**src/utd_pkg.sv**
```systemverilog
// Shared types and constants for the UTF-8 to UTF-32 stream decoder.
// No dependencies; imported by every module of the decoder.
package utd_pkg;

    localparam int BYTE_W = 8;
    localparam int CP_W   = 21;
    localparam int IDX_W  = 16;
    localparam int PEND_W = 2;

    localparam logic [IDX_W-1:0] IDX_MAX = '1;

    // Lead byte range boundaries.
    localparam logic [BYTE_W-1:0] LEAD_MULTI  = 8'hC0;
    localparam logic [BYTE_W-1:0] LEAD_TWO    = 8'hC2;
    localparam logic [BYTE_W-1:0] LEAD_THREE  = 8'hE0;
    localparam logic [BYTE_W-1:0] LEAD_FOUR   = 8'hF0;
    localparam logic [BYTE_W-1:0] LEAD_BAD    = 8'hF5;

    // Payload masks for single bytes, leads and continuation bytes.
    localparam logic [BYTE_W-1:0] MASK_SINGLE = 8'h7F;
    localparam logic [BYTE_W-1:0] MASK_TWO    = 8'h1F;
    localparam logic [BYTE_W-1:0] MASK_THREE  = 8'h0F;
    localparam logic [BYTE_W-1:0] MASK_FOUR   = 8'h07;
    localparam logic [BYTE_W-1:0] MASK_CONT   = 8'h3F;

    localparam logic [PEND_W-1:0] PEND_NONE  = 2'd0;
    localparam logic [PEND_W-1:0] PEND_ONE   = 2'd1;
    localparam logic [PEND_W-1:0] PEND_TWO   = 2'd2;
    localparam logic [PEND_W-1:0] PEND_THREE = 2'd3;

    typedef enum logic [1:0] {
        KIND_CHAR = 2'd0,
        KIND_END  = 2'd1,
        KIND_ERR  = 2'd2
    } kind_t;

    typedef struct packed {
        logic [PEND_W-1:0] bytes_pending;
        logic [CP_W-1:0]   partial_value;
        logic [IDX_W-1:0]  out_count;
        logic              halted;
    } dec_state_t;

    typedef struct packed {
        logic             valid;
        logic [CP_W-1:0]  code_point;
        logic [IDX_W-1:0] char_index;
        kind_t            kind;
    } dec_result_t;

endpackage

```
**src/utd_decode.sv**
```systemverilog
// Single-pass decode of one byte: next decoder state and optional result.
// Depends on utd_pkg.
module utd_decode
    import utd_pkg::*;
(
    input  logic [BYTE_W-1:0] in_byte,
    input  dec_state_t        cur,
    output dec_state_t        nxt,
    output dec_result_t       res
);

    logic [CP_W-1:0]  shifted;
    logic [IDX_W-1:0] count_inc;

    assign shifted   = {cur.partial_value[CP_W-7:0], in_byte[5:0] & MASK_CONT[5:0]};
    assign count_inc = (cur.out_count == IDX_MAX) ? cur.out_count
                                                  : cur.out_count + IDX_W'(1);

    always_comb
    begin
        nxt            = cur;
        res.valid      = 1'b0;
        res.code_point = '0;
        res.char_index = cur.out_count;
        res.kind       = KIND_CHAR;

        if (cur.halted)
        begin
            // Bytes are dropped until the next zero, which restarts silently.
            if (in_byte == '0)
            begin
                nxt = '0;
            end
        end
        else if (in_byte == '0)
        begin
            res.valid         = 1'b1;
            res.kind          = KIND_END;
            nxt.bytes_pending = PEND_NONE;
            nxt.partial_value = '0;
            nxt.out_count     = '0;
        end
        else if (cur.bytes_pending != PEND_NONE)
        begin
            nxt.partial_value = shifted;
            nxt.bytes_pending = cur.bytes_pending - PEND_ONE;
            if (cur.bytes_pending == PEND_ONE)
            begin
                res.valid      = 1'b1;
                res.code_point = shifted;
                nxt.out_count  = count_inc;
            end
        end
        else if (in_byte < LEAD_MULTI)
        begin
            res.valid      = 1'b1;
            res.code_point = CP_W'(in_byte & MASK_SINGLE);
            nxt.out_count  = count_inc;
        end
        else if (in_byte >= LEAD_TWO && in_byte < LEAD_THREE)
        begin
            nxt.partial_value = CP_W'(in_byte & MASK_TWO);
            nxt.bytes_pending = PEND_ONE;
        end
        else if (in_byte >= LEAD_THREE && in_byte < LEAD_FOUR)
        begin
            nxt.partial_value = CP_W'(in_byte & MASK_THREE);
            nxt.bytes_pending = PEND_TWO;
        end
        else if (in_byte >= LEAD_FOUR && in_byte < LEAD_BAD)
        begin
            nxt.partial_value = CP_W'(in_byte & MASK_FOUR);
            nxt.bytes_pending = PEND_THREE;
        end
        else
        begin
            // Overlong or out-of-range lead byte.
            res.valid         = 1'b1;
            res.kind          = KIND_ERR;
            nxt.halted        = 1'b1;
            nxt.bytes_pending = PEND_NONE;
            nxt.partial_value = '0;
        end
    end

endmodule

```
**src/utd_out_reg.sv**
```systemverilog
// Output result register with valid/ready handshake toward the consumer.
// Depends on utd_pkg.
module utd_out_reg
    import utd_pkg::*;
(
    input  logic             clk,
    input  logic             rst_n,
    input  logic             load,
    input  dec_result_t      res,
    output logic             free,
    output logic             out_valid,
    input  logic             out_ready,
    output logic [CP_W-1:0]  code_point,
    output logic [IDX_W-1:0] char_index,
    output logic [1:0]       kind
);

    logic             valid_reg;
    logic             valid_next;
    logic [CP_W-1:0]  cp_reg;
    logic [IDX_W-1:0] idx_reg;
    kind_t            kind_reg;

    assign free       = !valid_reg || out_ready;
    assign valid_next = load || (valid_reg && !out_ready);

    always_ff @(posedge clk or negedge rst_n)
    begin
        if (!rst_n)
        begin
            valid_reg <= 1'b0;
        end
        else
        begin
            valid_reg <= valid_next;
        end
    end

    always_ff @(posedge clk)
    begin
        if (load)
        begin
            cp_reg   <= res.code_point;
            idx_reg  <= res.char_index;
            kind_reg <= res.kind;
        end
    end

    assign out_valid  = valid_reg;
    assign code_point = cp_reg;
    assign char_index = idx_reg;
    assign kind       = kind_reg;

endmodule

```
**src/utf8_to_utf32_stream_decoder_core.sv**
```systemverilog
// UTF-8 to UTF-32 stream decoder, top level. Depends on utd_pkg, utd_decode, utd_out_reg.
// Each accepted byte is held in the input register, decoded, and its result loaded into the output register.
// Throughput: one byte per cycle while the output register has room, set by the single-pass decode.
// Bytes that produce no result move on even while the output register is stalled.
// Reset clears both register valids and all decoder state (pending count, partial value,
// character index and halted flag); payload registers are not reset.
module utf8_to_utf32_stream_decoder_core
    import utd_pkg::*;
(
    input  logic              clk,
    input  logic              rst_n,
    input  logic              in_valid,
    output logic              in_ready,
    input  logic [BYTE_W-1:0] in_byte,
    output logic              out_valid,
    input  logic              out_ready,
    output logic [CP_W-1:0]   code_point,
    output logic [IDX_W-1:0]  char_index,
    output logic [1:0]        kind
);

    // Input register: holds one accepted byte request until it is decoded.
    logic              in_valid_reg;
    logic              in_valid_next;
    logic [BYTE_W-1:0] in_byte_reg;

    // Decoder state, updated once for every byte that leaves the input register.
    dec_state_t  state_reg;
    dec_state_t  state_next;
    dec_result_t res;

    logic out_free;
    logic advance;

    utd_decode u_decode (
        .in_byte (in_byte_reg),
        .cur     (state_reg),
        .nxt     (state_next),
        .res     (res)
    );

    // A byte leaves the input register when its result, if any, has room in
    // the output register. Bytes without a result never wait.
    assign advance       = in_valid_reg && (!res.valid || out_free);
    assign in_ready      = !in_valid_reg || advance;
    assign in_valid_next = (in_valid && in_ready) || (in_valid_reg && !advance);

    always_ff @(posedge clk or negedge rst_n)
    begin
        if (!rst_n)
        begin
            in_valid_reg <= 1'b0;
            state_reg    <= '0;
        end
        else
        begin
            in_valid_reg <= in_valid_next;
            if (advance)
            begin
                state_reg <= state_next;
            end
        end
    end

    always_ff @(posedge clk)
    begin
        if (in_valid && in_ready)
        begin
            in_byte_reg <= in_byte;
        end
    end

    utd_out_reg u_out_reg (
        .clk        (clk),
        .rst_n      (rst_n),
        .load       (advance && res.valid),
        .res        (res),
        .free       (out_free),
        .out_valid  (out_valid),
        .out_ready  (out_ready),
        .code_point (code_point),
        .char_index (char_index),
        .kind       (kind)
    );

    // An error terminator always leaves the decoder halted.
    a_err_halts: assert property (@(posedge clk) disable iff (!rst_n)
        (advance && res.valid && res.kind == KIND_ERR) |=> state_reg.halted)
        else $error("decoder not halted after an invalid lead byte");

    // While halted no sequence can be in progress.
    a_halt_clean: assert property (@(posedge clk) disable iff (!rst_n)
        state_reg.halted |-> (state_reg.bytes_pending == PEND_NONE
                              && state_reg.partial_value == '0))
        else $error("halted decoder holds a partial sequence");

    // A halted decoder emits nothing.
    a_halt_silent: assert property (@(posedge clk) disable iff (!rst_n)
        state_reg.halted |-> !res.valid)
        else $error("halted decoder produced a result");

    // A zero byte always restarts the character index.
    a_zero_restart: assert property (@(posedge clk) disable iff (!rst_n)
        (advance && in_byte_reg == '0) |=> (state_reg.out_count == '0
                                             && !state_reg.halted))
        else $error("index not cleared after a zero byte");

endmodule
```
**config.mk**
```make
export PLATFORM = sky130hd
export DESIGN_NAME = utf8_to_utf32_stream_decoder_core
export DESIGN_NICKNAME = d
export VERILOG_FILES = /design/src/utd_pkg.sv /design/src/utd_decode.sv /design/src/utd_out_reg.sv /design/src/utf8_to_utf32_stream_decoder_core.sv
export SDC_FILE = /design/constraint.sdc
export NUM_CORES = 1
export LEC_CHECK = 0
export BUFFER_PORTS_ARGS = -buffer_cell sky130_fd_sc_hd__buf_2
export CORE_ASPECT_RATIO = 0.8
export CORE_MARGIN = 3
export CORE_UTILIZATION = 49
export CTS_CLUSTER_DIAMETER = 50
export CTS_CLUSTER_SIZE = 14
export DETAILED_ROUTE_END_ITERATION = 6
export GPL_ROUTABILITY_DRIVEN = 0
export PLACE_DENSITY_LB_ADDON = 0.05
export SYNTH_ARGS = -nofsm -noshare
export SYNTH_HDL_FRONTEND = slang
export SYNTH_SLANG_ARGS = --single-unit
```
**constraint.sdc**
```tcl
create_clock -name clk -period 3.8 [get_ports clk]
set_input_delay 0.57 -clock clk [delete_from_list [all_inputs] [get_ports clk]]
set_output_delay 0.57 -clock clk [all_outputs]
set_load 0.05 [all_outputs]
```
==> reports/results.txt <==
Final Max Tran Viols -> 0
Worst ir drop on vdd -> 434 uV
Number of buffers created by CTS -> 9
Reg clk slew, reported paths -> 0.08 ns
Yosys reg bits -> 83
Leakage -> 1.65 nW
Worst setup SP type -> flip-flop
FFs w/ async S/R, synth -> 0.434
Share of layout cells above drive strength 1 -> 0.245
Final hold violation count -> 0
Clock Latency Late Sink -> 0.36 ns
Largest family of logic cells by synthesized area -> simple AND/OR/NAND/NOR gates
Placed cells -> 418
Boundary Pins -> 53
CTS resizes -> 0
Initial core utilization -> 0.511
DRT antenna net count -> 0
Leading area contributor after synthesis -> edfxtp_1
Worst-Margin Slew -> 0.818 ns
Worst setup margin -> 0.940 ns
First-pass GRT wire length -> 11000 um
CP Buf/Inv Count -> 1
Die Area -> 8320 um2
Tot Pwr -> 0.00283 W
Total Wirelength -> 6690 um
R2r endpoint -> u_out_reg.code_point[0]
Clk buf depth -> 2
Synthesis warning total -> 0
Max_slew headroom -> 0.455
Htree depth -> 3
Max FFs per register -> 34
Critical Path AT -> 2.29 ns
Vias -> 2354
Synth Area in Simple Gates -> 0.182
Crit path launch -> in_byte_reg[2]
Setup TNS -> 0 ns
Max-cap viol count -> 0
CP Depth -> 6
Critical Path Sink Type -> primary output
Die height -> 82.2 um
Compound-cell area share of the yosys netlist -> 0.136
Syn Nets -> 302
Mapped cell area -> 3560 um2
Crit path cell chain -> nor4_4 -> nand2_1 -> and2_1 -> nor3_1 -> nand3_1 -> buf_2
Number of post-CTS setup repair buffers -> 0
TritonCTS clock tree -> done
WHS -> 0.303 ns
PwrDens -> 686 nW/um2
Fin crit share -> 0.753
Clk_skew -> 0.00670 ns
Flop-to-flop setup slack -> 1.07 ns
Crit path kind -> flip-flop to primary output
CTS Root Buffer Type -> clkbuf_8
Nets -> 355
CP top delay family -> simple AND/OR/NAND/NOR gates
Reg-to-reg startpoint -> in_byte_reg[2]
Vias in the first global route -> 2197
Largest net degree at the start of global routing -> 37
Mux cell area share after synthesis -> 0
FF-to-FF path depth -> 7
Grt met3 use -> 0.0479
Finished Layout Cells -> 434
DP Worst Slack -> 1.06 ns
Final HPWL DP -> 4460 um
Synth Area in XOR/XNOR -> 0
Status -> completed
Critical path's largest stage delay -> 0.48 ns
Yosys top cell area share -> 0.397
Highest Clock Rate -> 350 MHz
Largest cells by area after synthesis -> edfxtp_1, dfrtp_1, o31ai_1
Highest fanout seen on the critical path -> 5
Post-synth cell types -> 41
Period minus WS final -> 2.86 ns
Grt met1 use -> 0.250
Core ar. -> 6960 um2
Final setup viols -> 0
# diodes -> 0
Drt via density -> 5.42
Gr usage total -> 0.175
Gr busiest metal -> met2
Initial antenna violation count -> 0
TritonRoute pass-1 iters -> 4
Met2 GRT Util -> 0.253
CTS sink cnt -> 83
Syn Inst Count -> 289
Total gr overflow -> 0
Unrepaired setup endpoints after global routing -> no
EDFF count, synth -> 47
Worst setup endpoint -> in_ready
Chip width -> 101 um
Area Overhead vs Synth -> 16.0%
Worst EP required -> 3.23 ns
Ys flop type -> edfxtp_1
Initial DRC Count -> 120
Post-synthesis sequential area ratio -> 0.650
PortBufs -> 52
Average size of a mapped cell -> 12.3 um2
Post-Synth Adder-Cell Area -> 0.00352
Critical Path Slowest Stage Cell -> edfxtp_1
Avg WL per Cell -> 15.4 um
CTS Hold Bufs -> 0
Cell row count -> 27
Worst hold path class -> input port to asynchronous set/reset pin
Drc violations -> 0
-- metal layers --
metal	share of wire	wire (um)
met1	0.50	3350
met5	0	0
met2	0.42	2840
met4	0.018	120
met3	0.057	379
-- worst min path at each step --
stage | startpoint | end | slack [ns] | cells after the start
after global placement | state_reg[30] | state_reg[30] | 0.45 | 2
after detailed placement | state_reg[30] | state_reg[30] | 0.46 | 2
final | rst_n | state_reg[13] | 0.30 | 1
after floorplan | rst_n | in_valid_reg | 0.27 | 0
after CTS | rst_n | state_reg[12] | 0.32 | 1
after global routing | rst_n | in_valid_reg | 0.36 | 1
-- metrics by stage --
step,utilization,instance area [um2]
after floorplan,-,3560
after global placement,0.562,3910
after detailed placement,0.562,3910
after CTS,0.593,4130
after global routing,0.593,4130
final,0.593,4130
-- final cells by class --
type,instances,area (um2)
Sequential cell,83,2310
Tap cell,87,109
Fill cell,583,2830
Clock buffer,10,128
Timing Repair Buffer,57,298
Multi-Input combinational cell,185,1170
Inverter,6,22.5
Clock inverter,6,90.1
-- kinds of logic (layout without fill, tap and decap cells) --
logic type,count (synthesis),count (layout)
buffers and inverters,21,79
AND/OR/NAND/NOR,116,116
AO/OA/AOI/OAI,68,68
flip-flops,83,83
adder cells (fa/ha/maj),1,1
-- where the power goes --
group / leakage [nW] / internal (W) / switching [W]
logic: 0.603 / 0.000217 / 0.000618
registers: 0.940 / 0.00116 / 0.000152
clock network: 0.106 / 0.000371 / 0.000312
-- cell usage after synthesis, types with 4 or more instances --
cell and instances:
dfrtp_1 36, nand4_1 4, nor4_1 4, nor2b_1 7, clkbuf_1 7, nand2b_1 4
edfxtp_1 47, buf_2 6, and3_1 4, nand3_1 9, nor3_1 4, inv_1 6
a22o_1 4, o31ai_1 24, a21oi_1 6, o41ai_1 4, o21ai_0 17, nor2_1 15
and2_1 22, nand2_1 32
-- placed cells by master, fill, tap and decap left out, drive strengths merged --
cell      synthesis  layout
o21a              1       1
o31a              1       1
or3               1       1
a22o              4       4
clkinvlp          0       1
nand3            10      10
and4              1       1
nor3              5       5
nand2b            4       4
nor3b             2       2
ha                1       1
o21ai            19      19
o41ai             5       5
nand4             6       6
clkinv            0       3
o31ai            27      27
buf               8      57
and2             22      22
o211ai            1       1
a21o              1       1
and3              4       4
bufinv            0       2
a21oi             6       6
nand2            32      32
inv               6       6
nor4              5       5
dfrtp            36      36
a31oi             3       3
nand3b            1       1
nor2b             7       7
edfxtp           47      47
nor2             16      16
clkbuf            7      10
Power figures use the tool's default switching activity.
